--- config.mk ---
export PLATFORM = sky130hd
export DESIGN_NAME = pl0_lexer_stream_top
export DESIGN_NICKNAME = d
export VERILOG_FILES = /design/src/hdl/pl0lex_pkg.sv /design/src/hdl/pl0lex_scan.sv /design/src/hdl/pl0_lexer_stream_top.sv
export SDC_FILE = /design/constraint.sdc
export NUM_CORES = 1
export LEC_CHECK = 0
export ABC_AREA = 1
export BUFFER_PORTS_ARGS = -buffer_cell sky130_fd_sc_hd__buf_2
export CORE_UTILIZATION = 40
export DETAILED_ROUTE_END_ITERATION = 8
export HOLD_SLACK_MARGIN = 0.03
export REMOVE_ABC_BUFFERS = 1
export SYNTH_ARGS = -nofsm -noshare
export SYNTH_HDL_FRONTEND = slang
export SYNTH_SLANG_ARGS = --single-unit
--- constraint.sdc ---
create_clock -name i_clk -period 4.8 [get_ports i_clk]
set_input_delay 0.48 -clock i_clk [delete_from_list [all_inputs] [get_ports i_clk]]
set_output_delay 0.48 -clock i_clk [all_outputs]
set_load 0.02 [all_outputs]
--- src/hdl/pl0lex_pkg.sv ---
// pl0lex_pkg: types, token codes and keyword tables for the pl0 lexer stream
// no dependencies; used by pl0lex_scan and pl0_lexer_stream_top
package pl0lex_pkg;

    // scan state of the pending run
    typedef enum logic [2:0] {
        MODE_IDLE    = 3'd0,
        MODE_WORD    = 3'd1,
        MODE_NUM     = 3'd2,
        MODE_COLON   = 3'd3,
        MODE_LESS    = 3'd4,
        MODE_GREATER = 3'd5
    } t_mode;

    // token codes
    localparam logic [4:0] CODE_PERIOD  = 5'd0;
    localparam logic [4:0] CODE_COMMA   = 5'd2;
    localparam logic [4:0] CODE_EQ      = 5'd3;
    localparam logic [4:0] CODE_SEMI    = 5'd4;
    localparam logic [4:0] CODE_BECOMES = 5'd7;
    localparam logic [4:0] CODE_PLUS    = 5'd15;
    localparam logic [4:0] CODE_MINUS   = 5'd16;
    localparam logic [4:0] CODE_TIMES   = 5'd17;
    localparam logic [4:0] CODE_SLASH   = 5'd18;
    localparam logic [4:0] CODE_LPAREN  = 5'd19;
    localparam logic [4:0] CODE_RPAREN  = 5'd20;
    localparam logic [4:0] CODE_HASH    = 5'd22;
    localparam logic [4:0] CODE_LT      = 5'd23;
    localparam logic [4:0] CODE_GT      = 5'd24;
    localparam logic [4:0] CODE_LE      = 5'd25;
    localparam logic [4:0] CODE_GE      = 5'd26;
    localparam logic [4:0] CODE_IDENT   = 5'd27;
    localparam logic [4:0] CODE_NUMBER  = 5'd28;

    // keyword tables, one row per keyword, characters from position 0 up
    localparam int KW_NUM    = 11;
    localparam int KW_MAXLEN = 9;
    localparam logic [KW_NUM-1:0] KW_ALL = {KW_NUM{1'b1}};

    localparam logic [3:0] KW_LEN [KW_NUM] = '{
        4'd5, 4'd3, 4'd9, 4'd4, 4'd5, 4'd3, 4'd2, 4'd4, 4'd5, 4'd2, 4'd3
    };

    localparam logic [4:0] KW_CODE [KW_NUM] = '{
        5'd1, 5'd5, 5'd6, 5'd8, 5'd9, 5'd10, 5'd11, 5'd12, 5'd13, 5'd14, 5'd21
    };

    localparam logic [7:0] KW_CHARS [KW_NUM][KW_MAXLEN] = '{
        '{"c", "o", "n", "s", "t", 8'h00, 8'h00, 8'h00, 8'h00},
        '{"v", "a", "r", 8'h00, 8'h00, 8'h00, 8'h00, 8'h00, 8'h00},
        '{"p", "r", "o", "c", "e", "d", "u", "r", "e"},
        '{"c", "a", "l", "l", 8'h00, 8'h00, 8'h00, 8'h00, 8'h00},
        '{"b", "e", "g", "i", "n", 8'h00, 8'h00, 8'h00, 8'h00},
        '{"e", "n", "d", 8'h00, 8'h00, 8'h00, 8'h00, 8'h00, 8'h00},
        '{"i", "f", 8'h00, 8'h00, 8'h00, 8'h00, 8'h00, 8'h00, 8'h00},
        '{"t", "h", "e", "n", 8'h00, 8'h00, 8'h00, 8'h00, 8'h00},
        '{"w", "h", "i", "l", "e", 8'h00, 8'h00, 8'h00, 8'h00},
        '{"d", "o", 8'h00, 8'h00, 8'h00, 8'h00, 8'h00, 8'h00, 8'h00},
        '{"o", "d", "d", 8'h00, 8'h00, 8'h00, 8'h00, 8'h00, 8'h00}
    };

    // tokens produced by one item, compacted: code_a first, then code_b
    typedef struct packed {
        logic [1:0] cnt;
        logic [4:0] code_a;
        logic [4:0] code_b;
    } t_scan_res;

    // single character symbols: {valid, code}
    function automatic logic [5:0] single_code(input logic [7:0] c);
        logic [5:0] r;
        r = 6'd0;
        case (c)
            ".":     r = {1'b1, CODE_PERIOD};
            ",":     r = {1'b1, CODE_COMMA};
            "=":     r = {1'b1, CODE_EQ};
            ";":     r = {1'b1, CODE_SEMI};
            "+":     r = {1'b1, CODE_PLUS};
            "-":     r = {1'b1, CODE_MINUS};
            "*":     r = {1'b1, CODE_TIMES};
            "/":     r = {1'b1, CODE_SLASH};
            "(":     r = {1'b1, CODE_LPAREN};
            ")":     r = {1'b1, CODE_RPAREN};
            "#":     r = {1'b1, CODE_HASH};
            default: r = 6'd0;
        endcase
        return r;
    endfunction

endpackage

--- src/hdl/pl0lex_scan.sv ---
// pl0lex_scan: scanner state (mode, keyword candidate mask, run length) and token decode
// depends on pl0lex_pkg
module pl0lex_scan (
    input  logic                  i_clk,
    input  logic                  i_rst_n,
    input  logic                  i_step,
    input  logic                  i_func,
    input  logic [7:0]            i_byte,
    output pl0lex_pkg::t_scan_res o_res
);

    pl0lex_pkg::t_mode                  r_mode, n_mode;
    logic [pl0lex_pkg::KW_NUM-1:0]      r_cand, n_cand;
    logic [3:0]                         r_len,  n_len;

    logic                               is_letter, is_digit;
    logic                               cont_word, cont_num, join_eq, restart;
    logic [pl0lex_pkg::KW_NUM-1:0]      cand_base, cand_match;
    logic [3:0]                         len_base, len_match;
    logic [4:0]                         word_code;
    logic                               flush_vld, sym_vld;
    logic [4:0]                         flush_code, sym_code;
    logic [5:0]                         single;

    // byte classes
    assign is_letter = (i_byte >= "a" && i_byte <= "z") || (i_byte >= "A" && i_byte <= "Z");
    assign is_digit  = (i_byte >= "0" && i_byte <= "9");
    assign single    = pl0lex_pkg::single_code(i_byte);

    // what this item does to the pending run
    assign cont_word = !i_func && (r_mode == pl0lex_pkg::MODE_WORD) && (is_letter || is_digit);
    assign cont_num  = !i_func && (r_mode == pl0lex_pkg::MODE_NUM) && is_digit;
    assign join_eq   = !i_func && (i_byte == "=") &&
                       (r_mode == pl0lex_pkg::MODE_COLON || r_mode == pl0lex_pkg::MODE_LESS ||
                        r_mode == pl0lex_pkg::MODE_GREATER);
    assign restart   = !i_func && !cont_word && !cont_num && !join_eq;

    // keyword candidate narrowing, starting fresh when a new word begins
    assign cand_base = restart ? pl0lex_pkg::KW_ALL : r_cand;
    assign len_base  = restart ? 4'd0 : r_len;
    assign len_match = (len_base == 4'hF) ? len_base : len_base + 4'd1;

    always_comb begin
        for (int k = 0; k < pl0lex_pkg::KW_NUM; k++) begin
            cand_match[k] = cand_base[k] && (len_base < pl0lex_pkg::KW_LEN[k]) &&
                            (pl0lex_pkg::KW_CHARS[k][len_base] == i_byte);
        end
    end

    // code of the pending word: first candidate whose length matches exactly
    always_comb begin
        word_code = pl0lex_pkg::CODE_IDENT;
        for (int k = pl0lex_pkg::KW_NUM - 1; k >= 0; k--) begin
            if (r_cand[k] && (pl0lex_pkg::KW_LEN[k] == r_len)) begin
                word_code = pl0lex_pkg::KW_CODE[k];
            end
        end
    end

    // next state
    always_comb begin
        n_mode = r_mode;
        n_cand = r_cand;
        n_len  = r_len;
        if (i_func) begin
            n_mode = pl0lex_pkg::MODE_IDLE;
            n_cand = pl0lex_pkg::KW_ALL;
            n_len  = 4'd0;
        end else if (cont_word) begin
            n_cand = cand_match;
            n_len  = len_match;
        end else if (cont_num) begin
            n_mode = r_mode;
        end else if (join_eq) begin
            n_mode = pl0lex_pkg::MODE_IDLE;
        end else begin
            n_cand = pl0lex_pkg::KW_ALL;
            n_len  = 4'd0;
            if (is_letter) begin
                n_mode = pl0lex_pkg::MODE_WORD;
                n_cand = cand_match;
                n_len  = len_match;
            end else if (is_digit) begin
                n_mode = pl0lex_pkg::MODE_NUM;
            end else if (i_byte == ":") begin
                n_mode = pl0lex_pkg::MODE_COLON;
            end else if (i_byte == "<") begin
                n_mode = pl0lex_pkg::MODE_LESS;
            end else if (i_byte == ">") begin
                n_mode = pl0lex_pkg::MODE_GREATER;
            end else begin
                n_mode = pl0lex_pkg::MODE_IDLE;
            end
        end
    end

    // token outputs: flushed run first, then symbol or joined pair
    always_comb begin
        flush_vld  = 1'b0;
        flush_code = pl0lex_pkg::CODE_IDENT;
        unique case (r_mode)
            pl0lex_pkg::MODE_WORD: begin
                flush_vld  = 1'b1;
                flush_code = word_code;
            end
            pl0lex_pkg::MODE_NUM: begin
                flush_vld  = 1'b1;
                flush_code = pl0lex_pkg::CODE_NUMBER;
            end
            pl0lex_pkg::MODE_LESS: begin
                flush_vld  = 1'b1;
                flush_code = pl0lex_pkg::CODE_LT;
            end
            pl0lex_pkg::MODE_GREATER: begin
                flush_vld  = 1'b1;
                flush_code = pl0lex_pkg::CODE_GT;
            end
            default: begin
                flush_vld  = 1'b0;
            end
        endcase
        flush_vld = flush_vld && (i_func || restart);

        sym_vld  = 1'b0;
        sym_code = single[4:0];
        if (join_eq) begin
            sym_vld  = 1'b1;
            sym_code = (r_mode == pl0lex_pkg::MODE_COLON) ? pl0lex_pkg::CODE_BECOMES :
                       (r_mode == pl0lex_pkg::MODE_LESS)  ? pl0lex_pkg::CODE_LE :
                                                            pl0lex_pkg::CODE_GE;
        end else if (restart && !is_letter && !is_digit) begin
            sym_vld  = single[5];
        end

        o_res.code_b = sym_code;
        if (flush_vld) begin
            o_res.code_a = flush_code;
            o_res.cnt    = sym_vld ? 2'd2 : 2'd1;
        end else begin
            o_res.code_a = sym_code;
            o_res.cnt    = sym_vld ? 2'd1 : 2'd0;
        end
    end

    // state registers
    always_ff @(posedge i_clk) begin
        if (!i_rst_n) begin
            r_mode <= pl0lex_pkg::MODE_IDLE;
            r_cand <= pl0lex_pkg::KW_ALL;
            r_len  <= 4'd0;
        end else if (i_step) begin
            r_mode <= n_mode;
            r_cand <= n_cand;
            r_len  <= n_len;
        end
    end

endmodule

--- src/hdl/pl0_lexer_stream_top.sv ---
// pl0_lexer_stream_top: pl0 lexer on a byte stream, input register, scanner and token queue
// path: an accepted byte waits in the input register, is scanned into the token queue, and leaves it on m_axis
// throughput: one byte per cycle while the token queue has room for two tokens; a byte that yields two
// tokens holds the single output port for two transfers, and the token queue absorbs that
// reset: synchronous active-low i_rst_n clears scanner state, input register and queue pointers
// depends on pl0lex_pkg and pl0lex_scan
module pl0_lexer_stream_top #(
    parameter int FIFO_DEPTH = 4
) (
    input  logic       i_clk,
    input  logic       i_rst_n,
    input  logic       s_axis_tvalid,
    output logic       s_axis_tready,
    input  logic [7:0] s_axis_tdata,   // [7:0] text_byte
    input  logic       s_axis_tuser,   // [0] func (1 = end of text)
    output logic       m_axis_tvalid,
    input  logic       m_axis_tready,
    output logic [7:0] m_axis_tdata,   // [4:0] token_code, [7:5] zero
    output logic       m_axis_tlast    // last_of_run
);

    localparam int PTR_W = $clog2(FIFO_DEPTH);
    localparam int CNT_W = $clog2(FIFO_DEPTH + 1);

    logic                 r_in_vld;
    logic                 r_in_func;
    logic [7:0]           r_in_byte;
    logic                 step;
    logic                 space_ok;
    logic                 pop;
    pl0lex_pkg::t_scan_res res;

    logic [5:0]           r_fifo [FIFO_DEPTH];
    logic [PTR_W-1:0]     r_wr_ptr, n_wr_ptr;
    logic [PTR_W-1:0]     r_rd_ptr, n_rd_ptr;
    logic [CNT_W-1:0]     r_count,  n_count;
    logic [PTR_W-1:0]     wr_ptr1;

    // handshake
    assign space_ok      = (r_count <= CNT_W'(FIFO_DEPTH - 2));
    assign step          = r_in_vld && space_ok;
    assign s_axis_tready = !r_in_vld || space_ok;
    assign pop           = m_axis_tvalid && m_axis_tready;

    // input register
    always_ff @(posedge i_clk) begin
        if (!i_rst_n) begin
            r_in_vld <= 1'b0;
        end else if (s_axis_tready) begin
            r_in_vld <= s_axis_tvalid;
        end
    end

    always_ff @(posedge i_clk) begin
        if (s_axis_tvalid && s_axis_tready) begin
            r_in_func <= s_axis_tuser;
            r_in_byte <= s_axis_tdata;
        end
    end

    // scanner
    pl0lex_scan u_scan (
        .i_clk   (i_clk),
        .i_rst_n (i_rst_n),
        .i_step  (step),
        .i_func  (r_in_func),
        .i_byte  (r_in_byte),
        .o_res   (res)
    );

    // token queue write, up to two entries per step
    assign wr_ptr1 = r_wr_ptr + PTR_W'(1);

    always_ff @(posedge i_clk) begin
        if (step && res.cnt != 2'd0) begin
            r_fifo[r_wr_ptr] <= {(res.cnt == 2'd1), res.code_a};
        end
        if (step && res.cnt == 2'd2) begin
            r_fifo[wr_ptr1] <= {1'b1, res.code_b};
        end
    end

    // queue pointers and fill count
    always_comb begin
        n_wr_ptr = step ? r_wr_ptr + PTR_W'(res.cnt) : r_wr_ptr;
        n_rd_ptr = pop ? r_rd_ptr + PTR_W'(1) : r_rd_ptr;
        n_count  = r_count + (step ? CNT_W'(res.cnt) : CNT_W'(0)) - CNT_W'(pop);
    end

    always_ff @(posedge i_clk) begin
        if (!i_rst_n) begin
            r_wr_ptr <= '0;
            r_rd_ptr <= '0;
            r_count  <= '0;
        end else begin
            r_wr_ptr <= n_wr_ptr;
            r_rd_ptr <= n_rd_ptr;
            r_count  <= n_count;
        end
    end

    // output side
    assign m_axis_tvalid = (r_count != '0);
    assign m_axis_tdata  = {3'b000, r_fifo[r_rd_ptr][4:0]};
    assign m_axis_tlast  = r_fifo[r_rd_ptr][5];

    // checks
    a_count_bound: assert property (@(posedge i_clk) disable iff (!i_rst_n)
        r_count <= CNT_W'(FIFO_DEPTH))
        else $error("token queue overfilled");

    a_pair_not_last: assert property (@(posedge i_clk) disable iff (!i_rst_n)
        (step && res.cnt == 2'd2 && r_count == '0) |=> (m_axis_tvalid && !m_axis_tlast))
        else $error("first of two tokens marked last");

    a_code_range: assert property (@(posedge i_clk) disable iff (!i_rst_n)
        m_axis_tvalid |-> (m_axis_tdata[4:0] <= pl0lex_pkg::CODE_NUMBER))
        else $error("token code out of range");

endmodule
==> results by group, run 1 <==
Setup path
  • R2r endpoint: r_count[2]$_SDFF_PN0_
  • Delay-heaviest family, CP: adder cells
  • Crit start category: flip-flop
  • CP max stage delay: 0.48 ns
  • Setup slack, reg-to-reg: 0.73 ns
  • Crit end category: flip-flop
  • Crit path depth: 21
  • Slowest CP cell: edfxtp_1
  • Critical path peak fanout: 7
  • Setup crit end: r_count[2]$_SDFF_PN0_
  • Worst Setup SP: r_in_byte[5]$_DFFE_PP_
  • Reg-to-reg critical path startpoint: r_in_byte[5]$_DFFE_PP_
  • Most common cell on crit path: inv_1
  • CP Cell Sequence: inv_1 -> nor2_1 -> inv_1 -> nor2_1 -> inv_1 -> nor3_1 -> a31oi_1 -> nand4_1 -> nor4_1 -> o21ai_0 -> inv_1 -> ha_1 -> nand2_1 -> ha_1 -> inv_1 -> ha_1 -> inv_1 -> fa_1 -> xor2_1 -> inv_1 -> nor2_1
  • Worst r2r path cells: 21
  • CP Data Arrival Time: 4.26 ns
  • CP required: 4.99 ns
  • CP Class: flip-flop to flip-flop
  • WP buf/inv: 7

Routing
  • Iter 0 DRT Violations: 324
  • Wirelength per Cell: 16.47 µm
  • Drt pass-1 iters: 5
  • Routed Wire Length: 13920 µm
  • Antenna-violating nets left: 0
  • Vias/cell: 5.509
  • Via Count: 4655
  • Drt drc: 0

Yosys
  • Top FF cell, synth: dfxtp_1
  • Synth Register Bits: 61
  • Post-synth cell types: 47
  • Area leader, netlist: edfxtp_1
  • Yosys top cell area share: 18.93%
  • FFs w/ async S/R, synth: 0%
  • Area contributors post-synth: edfxtp_1 (19%), nand2_1 (14%), dfxtp_1 (14%)
  • Syn Inst Count: 687
  • Post-synthesis sequential area ratio: 32.85%
  • Post-synthesis cell area: 0.004601 mm²
  • Post-synth EDFFs: 29
  • YS warnings: 0
  • Mean Syn Cell Area: 6.697 µm²

Die
  • Die ar.: 0.01193 mm²
  • Die height: 109.2 µm
  • Chip Width: 109.2 µm
  • Initial Util: 41.71%
  • I/O pin count: 24
  • Core Rows: 38
  • Core area: 0.01103 mm²

GRT
  • GRT overflow: 0
  • Met2 GRT Util: 45.24%
  • M3 GR Usage: 4.662%
  • GR peak layer: met2
  • Initial antenna violation count: 0
  • Total GRT Usage: 25.02%
  • GRT met1 Usage: 27.46%
  • First-pass GRT wire length: 22380 µm
  • Vias in the first global route: 4568
  • Largest net degree at the start of global routing: 21

Timing
  • Hold Violations, Final: 0
  • FMAX: 245.8 MHz
  • Clock Skew: 0.005615 ns
  • Actual slew at the worst max-slew pin: 0.7304 ns
  • Pins Over Slew Limit: 0
  • Slew margin rel.: 51.12%
  • Final Cycle Share: 84.77%
  • Worst setup margin: 0.7310 ns
  • Min Tclk post-route: 4.069 ns
  • RSZ-0062 raised after global routing: no
  • Final setup TNS: 0 ns
  • Final setup fails: 0

Clocking
  • Worst-skew pair later-pin latency: 0.33 ns
  • Post-CTS setup buffers: 0
  • Htree depth: 3
  • Clock buffer depth: 2
  • TritonCTS clock tree: yes
  • Clk slew on worst S/H paths: 0.05 ns
  • Sink Count: 61
  • Post_cts resized: 0
  • # hold bufs at CTS: 0
  • Total clock buffers created by CTS: 9
  • CTS root buffer: clkbuf_16

Pwr
  • Comb pwr share: 25.7%
  • Worst VDD drop: 283.5 µV
  • Sequential share of power: 38.0%
  • Leak pwr: 2.280 nW
  • P_int: 1.160 mW
  • Psw: 0.5860 mW
  • Clock Power Share: 36.2%
  • PD cells: 344.8 mW/mm²
  • Switching fraction of total power: 33.56%

Worst hold path
  • Tightest Hold Check Type: input port to flip-flop

Job
  • Max_cap viols: 0

Placed design
  • IO Port Bufs: 20
  • Post-DP HPWL: 10810 µm
  • Post-placement setup slack: 0.7493 ns
  • GP Congestion: 0.9733

Cells and area
  • Reg area: 0.001511 mm²
  • Most frequent cells in the layout: nand2_1 (177), inv_1 (80), nor2_1 (78)
  • Antenna diodes: 0
  • Fillers: 1135
  • Multi-input gate area: 0.002620 mm²
  • Share of layout cells above drive strength 1: 8.652%
  • Commonest non-fill, non-tap cell in the layout: nand2_1
  • Nets@finish: 730
  • Area growth from synthesis to layout: 10.06%

Outcome
  • Status: finished, final reports clean
sequential cells by signal, indices dropped and copies added (netlist names), named ones only:
name and count:
u_scan.r_len 4, r_fifo 24, r_in_vld 1, r_in_func 1
r_wr_ptr 2, r_count 3, u_scan.r_mode 3, r_in_byte 8
r_rd_ptr 2, u_scan.r_cand 11
layer usage:
layer | vias up | share of wire (%)
li1 | 2315 | -
met1 | 2128 | 41
met2 | 171 | 50
met3 | 41 | 5.0
met4 | 0 | 4.6
met5 | - | 0
cell families after synthesis:
kind of cell | after synthesis | synth area share, %
AOI/OAI and AO/OA | 119 | 14.85
buffers and inverters | 112 | 10.36
DFF | 61 | 32.85
adders and majority gates | 17 | 4.786
xor gates and xnor gates | 14 | 2.665
and+or+nand+nor | 363 | 34.40
other | 1 | 0.08151
cells in the mapped netlist, types with 6 or more instances:
cell type  count
a21oi_1       41
buf_2          7
buf_4          6
clkbuf_1       8
dfxtp_1       32
edfxtp_1      29
ha_1          16
inv_1         80
nand2_1      177
nand2_2        9
nand3_1       61
nand4_1       13
nor2_1        78
nor3_1        10
o211ai_1       6
o21ai_0       26
o22ai_1       28
xor2_1        13
final cells by class:
cell class	instances	share of cell area, %
Inverter	88	6.573
Sequential cell	61	29.85
Timing Repair Buffer	24	2.570
Clock inverter	1	0.09884
Multi-Input combinational cell	516	51.74
Tap cell	140	3.459
Clock buffer	15	5.708
power groups by stage:
stage / logic, mW / registers (mW) / clock network [mW]
floorplan: 0.325 / 0.652 / 0
global placement: 0.439 / 0.672 / 0
detailed placement: 0.443 / 0.674 / 0
CTS: 0.446 / 0.663 / 0.640
global route: 0.507 / 0.672 / 0.658
finish: 0.449 / 0.664 / 0.633
worst min path at each step:
stage,startpoint,end,depth (start not counted)
floorplan,r_fifo[1][5]$_SDFFE_PP1N_,r_fifo[1][5]$_SDFFE_PP1N_,2
global placement,r_fifo[1][5]$_SDFFE_PP1N_,r_fifo[1][5]$_SDFFE_PP1N_,2
detailed placement,r_fifo[2][5]$_SDFFE_PP1N_,r_fifo[2][5]$_SDFFE_PP1N_,2
CTS,s_axis_tdata[1],r_in_byte[1]$_DFFE_PP_,1
global route,s_axis_tuser,r_in_func$_DFFE_PP_,1
finish,s_axis_tdata[1],r_in_byte[1]$_DFFE_PP_,1
metrics by stage:
| stage | hold WS [ns] | cell area [µm²] | cells | util, % | power [mW] |
|---|---|---|---|---|---|
| detailed placement | 0.4439 | 4770 | 829 | 43.24 | 1.117 |
| floorplan | 0.4236 | 4464 | 665 | - | 0.9777 |
| finish | 0.3200 | 5064 | 845 | 45.91 | 1.746 |
| CTS | 0.3099 | 5064 | 845 | 45.91 | 1.750 |
| global placement | 0.4406 | 4770 | 829 | 43.24 | 1.110 |
| global route | 0.3078 | 5064 | 845 | 45.91 | 1.837 |
Note: power is estimated with default switching activity, not from simulation.
==> inputs of run 2 (changes only) <==
--- a/config.mk
+++ b/config.mk
@@ -5,7 +5,7 @@
 export SDC_FILE = /design/constraint.sdc
 export NUM_CORES = 1
 export LEC_CHECK = 0
-export ABC_AREA = 1
+export ABC_AREA = 0
 export BUFFER_PORTS_ARGS = -buffer_cell sky130_fd_sc_hd__buf_2
 export CORE_UTILIZATION = 40
 export DETAILED_ROUTE_END_ITERATION = 8
==> constraint.sdc (replaced) <==
create_clock -name i_clk -period 3.56 [get_ports i_clk]
set_input_delay 0.356 -clock i_clk [delete_from_list [all_inputs] [get_ports i_clk]]
set_output_delay 0.356 -clock i_clk [all_outputs]
set_load 0.02 [all_outputs]
==> run 2 against run 1 <==
  * The run now ends with design-rule violations left
  * Register-to-register slack worse by 0.57 ns
  * Maximum frequency increased by 20%
  * Global-route usage down 0.39 points
  * Die area is 4.0% higher
  * Sequential power grew 27%
  * Clock-buffer cell count down 1
  * Hold slack got worse by 0.13 ns
  * Critical path depth decreased by 6
  * Power rose by 33%
  * Setup slack lost 0.57 ns
  * Final area rose by 9.2%
  * Critical endpoint is now u_scan.r_cand[0]$_SDFFE_PN1P_
  * Largest cell class unchanged
==> results by group, run 2 <==
Cells and area
  • Share of layout cells above drive strength 1: 18.26%
  • Most frequent cells in the layout: nand2_1 (62), buf_4 (45), nor2_1 (34)
  • Nets@finish: 633
  • Reg with most FFs: r_fifo
  • Area growth from synthesis to layout: 15.47%
  • Antenna diodes: 0
  • Top Registers: r_fifo x24, u_scan.r_cand x11, r_in_byte x8
  • Fin cells: 751
  • Commonest non-fill, non-tap cell in the layout: nand2_1
  • Max reg flops: 24

Yosys
  • Post-synthesis sequential area ratio: 31.57%
  • Area leader, netlist: edfxtp_1
  • Post-synth EDFFs: 29
  • Simple-Gate Fraction of Synth Area: 23.70%
  • Synth Area in Adders: 4.599%
  • Area contributors post-synth: edfxtp_1 (18%), dfxtp_1 (13%), nand2_1 (4.9%)
  • FFs w/ async S/R, synth: 0%
  • Post-synthesis cell area: 0.004788 mm²
  • Synth top cells by count: nand2_1 (63), nor2_1 (35), dfxtp_1 (32), a21oi_1 (30), o21ai_0 (30)
  • Mean Syn Cell Area: 8.371 µm²
  • Mux cell area share after synthesis: 5.017%
  • Yosys top cell area share: 18.19%
  • Post-synth cell types: 83
  • Post-Synth XOR/XNOR Area: 3.658%
  • Synth Register Bits: 61
  • Top FF cell, synth: dfxtp_1
  • YS warnings: 0
  • Synth Area in Compound Gates: 25.45%
  • Main combinational cell family by area after synthesis: compound AO/OA/AOI/OAI gates
  • Count leader, synth: nand2_1
  • Syn Inst Count: 572

GRT
  • GRT overflow: 0
  • Largest net degree at the start of global routing: 26
  • Initial antenna violation count: 0
  • First-pass GRT wire length: 23980 µm
  • Vias in the first global route: 4365
  • Total GRT Usage: 24.63%

Die
  • I/O pin count: 24
  • Die ar.: 0.01241 mm²
  • Chip Width: 111.4 µm
  • Die height: 111.4 µm
  • Core area: 0.01156 mm²
  • Core Rows: 39
  • Initial Util: 41.40%

Job
  • Max_cap viols: 0

Clocking
  • Worst-skew pair later-pin latency: 0.34 ns
  • TritonCTS clock tree: yes
  • Total clock buffers created by CTS: 9
  • Sink Count: 61
  • CTS root buffer: clkbuf_16
  • Clk slew on worst S/H paths: 0.06 ns
  • Clock buffer depth: 2
  • Htree depth: 3

Timing
  • Final setup fails: 0
  • Min Tclk post-route: 3.395 ns
  • Clock Skew: 0.01210 ns
  • Final Cycle Share: 95.35%
  • Slew margin rel.: 36.88%
  • Final setup TNS: 0 ns
  • Pins Over Slew Limit: 0
  • FMAX: 294.6 MHz
  • Actual slew at the worst max-slew pin: 0.9346 ns
  • Hold Violations, Final: 0

Setup path
  • Delay-heaviest family, CP: compound AO/OA/AOI/OAI gates
  • WP buf/inv: 3
  • Slowest CP cell: edfxtp_1
  • Critical path peak fanout: 8
  • Crit start category: flip-flop
  • CP Class: flip-flop to flip-flop
  • CP Data Arrival Time: 3.67 ns
  • CP required: 3.84 ns
  • CP Cell Sequence: a21oi_2 -> o21ai_1 -> o31a_1 -> buf_4 -> nand2_1 -> nand2_2 -> ha_2 -> buf_4 -> inv_1 -> o21ai_0 -> o21ai_0 -> a21boi_1 -> a2bb2o_2 -> o41ai_2 -> o221a_1
  • Crit end category: flip-flop
  • CP max stage delay: 0.50 ns

Pwr
  • PD cells: 420.4 mW/mm²
  • Worst VDD drop: 299.4 µV
  • Leak pwr: 2.090 nW

Routing
  • Antenna-violating nets left: 0
  • Iter 0 DRT Violations: 643
  • Wirelength per Cell: 19.77 µm
  • Via Count: 4791
  • Drt drc: 2
  • Drt pass-1 iters: 8
  • Routed Wire Length: 14850 µm
  • Vias/cell: 6.379

Placed design
  • Placed Cells: 732
  • GP Congestion: 0.9363
  • IO Port Bufs: 20
  • Post-DP HPWL: 10810 µm

Outcome
  • Failing checks: design-rule violations
  • Status: complete, but fails checks

Worst hold path
  • Tightest Hold Check Type: input port to flip-flop
## run 2: cell types whose count changed after synthesis, moves of 15 or more
| cell | previous run | this run |
|---|---|---|
| clkbuf_1 | 8 | 23 |
| inv_1 | 80 | 16 |
| nand2_1 | 177 | 63 |
| nand3_1 | 61 | 26 |
| nor2_1 | 78 | 35 |
## run 2: per-layer routing
layer	part of all wire (%)	global-route usage, %	routed length, µm
met1	44	34.53	6567
met2	44	37.46	6546
met3	9.0	4.682	1344
met4	2.6	9.550	391
met5	0	0	0
## run 2: worst paths after layout
check / start / endpoint / slack, ns / cells past startpoint
worst max register to register: r_in_byte[2]$_DFFE_PP_ / u_scan.r_cand[0]$_SDFFE_PN1P_ / 0.17 / 15
worst max-delay path: r_in_byte[2]$_DFFE_PP_ / u_scan.r_cand[0]$_SDFFE_PN1P_ / 0.17 / 15
worst min-delay path: s_axis_tdata[3] / r_in_byte[3]$_DFFE_PP_ / 0.19 / 1
worst min register to register: r_fifo[0][5]$_SDFFE_PP1P_ / r_fifo[0][5]$_SDFFE_PP1P_ / 0.47 / 2
## run 2: worst register-to-register path: stages (launching register included)
cell      delay (ns)
edfxtp_1        0.50
a21oi_2         0.21
o21ai_1         0.17
o31a_1          0.35
buf_4           0.16
nand2_1         0.09
nand2_2         0.11
ha_2            0.23
buf_4           0.18
inv_1           0.10
o21ai_0         0.07
o21ai_0         0.10
a21boi_1        0.20
a2bb2o_2        0.33
o41ai_2         0.33
o221a_1         0.20
## run 2: logic make-up (layout without fill, tap and decap cells)
kind of cell,after synthesis,count (layout)
AOI/OAI and AO/OA,176,176
xor gates and xnor gates,20,20
adders and majority gates,17,17
buffers and inverters,65,99
DFF,61,61
muxes,16,16
other,1,3
and+or+nand+nor,216,216
## run 2: area by class of cell
class | count | area, µm²
clock buffer | 14 | 285.3
tap | 143 | 178.9
inverter | 17 | 63.81
multi-input combinational | 448 | 3023
fill | 1098 | 6036
timing repair buffer | 66 | 449.2
clock inverter | 2 | 16.27
sequential | 61 | 1513
## run 2: power by group
group / switching, mW / internal [mW]
Combinational: 0.353 / 0.254
Sequential: 0.0587 / 0.785
Clock: 0.321 / 0.553
## run 2: per-stage QoR
stage               instance area, µm²  setup slack, ns  power, mW  utilization [%]  hold WS, ns
CTS                               5479         0.008020      2.315            47.38       0.1890
global placement                  5177           0.1627      1.433            44.77       0.4550
global route                      5529         -0.02727      2.416            47.81       0.1930
finish                            5529           0.1654      2.324            47.81       0.1944
detailed placement                5177          0.03451      1.447            44.77       0.4674
floorplan                         4576          -0.3982      1.241                -       0.4346
## run 2: timing repair
action,CTS,global route
endpoints found under the setup margin,0,4
setup buffers,0,3
hold buffers,0,0
resized for setup,0,11
==> inputs of run 3 (changes only) <==
--- a/config.mk
+++ b/config.mk
@@ -5,7 +5,7 @@
 export SDC_FILE = /design/constraint.sdc
 export NUM_CORES = 1
 export LEC_CHECK = 0
-export ABC_AREA = 0
+export ABC_AREA = 1
 export BUFFER_PORTS_ARGS = -buffer_cell sky130_fd_sc_hd__buf_2
 export CORE_UTILIZATION = 40
 export DETAILED_ROUTE_END_ITERATION = 8
==> run 3 against run 2 <==
  * The flow now finishes without violations
  * Combinational power up 6.1%
  * Sequential power up 4.9%
  * Critical path type unchanged
  * First-iteration DRC count down 16%
  * Clock skew down 0.0072 ns
  * Die area down 3.8%
  * Routed wire length down 11%
  * Clock-buffer cell count down 5
  * Hold slack worse by 0.0019 ns
  * Largest power group is now sequential cells
  * Core utilization down 0.37 points
  * Maximum frequency up 3.2%
  * Clock power up 0.7%
  * Power up 3.6%
==> results by group, run 3 (synthesized netlist as in run 1, its figures left out) <==
Outcome
  • Status: finished, final reports clean

Setup path
  • Setup slack, reg-to-reg: 0.27 ns
  • Reg-to-reg critical path startpoint: r_in_byte[2]$_DFFE_PP_
  • Crit start category: flip-flop
  • Worst r2r path cells: 18
  • CP Data Arrival Time: 3.48 ns
  • Worst Setup SP: r_in_byte[2]$_DFFE_PP_
  • Critical path peak fanout: 8
  • Crit end category: flip-flop
  • CP Class: flip-flop to flip-flop
  • R2r endpoint: r_count[2]$_SDFF_PN0_
  • CP required: 3.75 ns

Clocking
  • Htree depth: 3
  • Total clock buffers created by CTS: 9
  • # hold bufs at CTS: 0
  • Clock buffer depth: 2
  • Sink Count: 61
  • Clk slew on worst S/H paths: 0.06 ns
  • CTS root buffer: clkbuf_16
  • Worst-skew pair later-pin latency: 0.34 ns
  • TritonCTS clock tree: yes

Timing
  • Pins Over Slew Limit: 0
  • Final setup fails: 0
  • RSZ-0062 raised after global routing: no
  • Min Tclk post-route: 3.290 ns
  • Hold Violations, Final: 0
  • Clock Skew: 0.004936 ns
  • FMAX: 303.9 MHz
  • Slew margin rel.: 44.04%
  • Actual slew at the worst max-slew pin: 0.8307 ns
  • Final Cycle Share: 92.42%
  • Final setup TNS: 0 ns
  • Worst setup margin: 0.2699 ns

GRT
  • Largest net degree at the start of global routing: 21
  • Vias in the first global route: 4241
  • GRT overflow: 0
  • GR peak layer: met2
  • First-pass GRT wire length: 21520 µm
  • M3 GR Usage: 3.228%
  • Met2 GRT Util: 35.58%
  • Total GRT Usage: 23.82%
  • Initial antenna violation count: 0
  • GRT met1 Usage: 34.06%

Routing
  • Wirelength per Cell: 15.30 µm
  • Antenna-violating nets left: 0
  • Iter 0 DRT Violations: 537
  • Routed Wire Length: 13220 µm
  • Vias/cell: 5.479
  • Via Count: 4734
  • Drt drc: 0
  • Drt pass-1 iters: 6

Cells and area
  • Max reg flops: 24
  • Share of layout cells above drive strength 1: 12.29%
  • Fillers: 1137
  • Nets@finish: 749
  • Antenna diodes: 0
  • Most frequent cells in the layout: nand2_1 (177), inv_1 (79), nor2_1 (77)
  • Commonest non-fill, non-tap cell in the layout: nand2_1
  • Top Registers: r_fifo x24, u_scan.r_cand x11, r_in_byte x8
  • Area growth from synthesis to layout: 13.73%
  • Reg with most FFs: r_fifo

Worst hold path
  • Hold Path Depth: 1
  • WHS Endpoint: r_in_byte[2]$_DFFE_PP_
  • Tightest Hold Check Type: input port to flip-flop
  • Min-Delay Startpoint: s_axis_tdata[2]

Placed design
  • GP Congestion: 0.9458
  • IO Port Bufs: 20
  • Post-DP HPWL: 10120 µm
  • Post-placement setup slack: 0.1114 ns

Die
  • Die height: 109.2 µm
  • Core Rows: 38
  • Chip Width: 109.2 µm
  • I/O pin count: 24
  • Die ar.: 0.01193 mm²
  • Core area: 0.01103 mm²
  • Initial Util: 41.71%

Pwr
  • PD cells: 460.1 mW/mm²
  • Worst VDD drop: 225.8 µV
  • Total Power: 2.408 mW
  • Leak pwr: 2.366 nW

Job
  • Max_cap viols: 0
-- run 3: cell count changes in the layout (fill, tap and decap cells not counted), sizes merged, moves of 23 or more --
cell   delta
inv      +71
nand3    +37
buf      -23
nand2   +124
nor2     +42
-- run 3: what timing repair did --
item	4_1_cts	5_1_grt
setup buffers	0	3
resized for setup	0	7
endpoints found under the setup margin	0	11
-- run 3: worst max-delay path by stage --
stage,to,cells past startpoint
floorplan,r_count[2]$_SDFF_PN0_,20
global placement,r_count[2]$_SDFF_PN0_,19
detailed placement,r_count[2]$_SDFF_PN0_,19
CTS,r_count[2]$_SDFF_PN0_,19
global route,r_count[2]$_SDFF_PN0_,19
finish,r_count[2]$_SDFF_PN0_,18
-- run 3: area by class of cell --
type	instances	area, µm²	share of cell area (%)
inverters	88	332.8	6.361
repair buffers	43	272.8	5.213
multi-input cells	516	2641	50.48
well taps	140	175.2	3.348
clock buffers	9	225.2	4.304
clock inverters	7	73.82	1.411
flip-flops and latches	61	1511	28.89
-- run 3: per-stage QoR --
stage | instance area (µm²) | hold WS [ns] | cells | utilization [%]
after CTS | 5189 | 0.1840 | 861 | 47.04
after global routing | 5233 | 0.1876 | 864 | 47.44
final | 5233 | 0.1925 | 864 | 47.44
after floorplan | 4464 | 0.4236 | 665 | -
after global placement | 4890 | 0.4348 | 845 | 44.33
after detailed placement | 4890 | 0.4371 | 845 | 44.33
-- run 3: routing by layer --
metal  vias up  part of all wire (%)
met5         -                     0
met4         0                   3.0
met3        30                   6.8
met2       208                    43
met1      2154                    48
li1       2342                     -
-- run 3: critical path, stage by stage (launching register included) --
cell      delay (ns)
edfxtp_1        0.49
nand2_1         0.16
clkinv_1        0.15
nand3_1         0.14
nor2_2          0.07
a21oi_2         0.17
nand3_4         0.16
nand2_1         0.15
nand2_2         0.11
ha_1            0.32
nand2_1         0.06
ha_1            0.29
inv_1           0.06
ha_1            0.13
inv_1           0.05
fa_1            0.37
xor2_1          0.17
inv_1           0.06
nor2_1          0.03
-- run 3: power breakdown --
part	internal [mW]	switching, mW	total (mW)
combinational	0.221	0.423	0.644
sequential	0.809	0.0743	0.884
clock	0.543	0.337	0.880
total	1.57	0.834	2.41
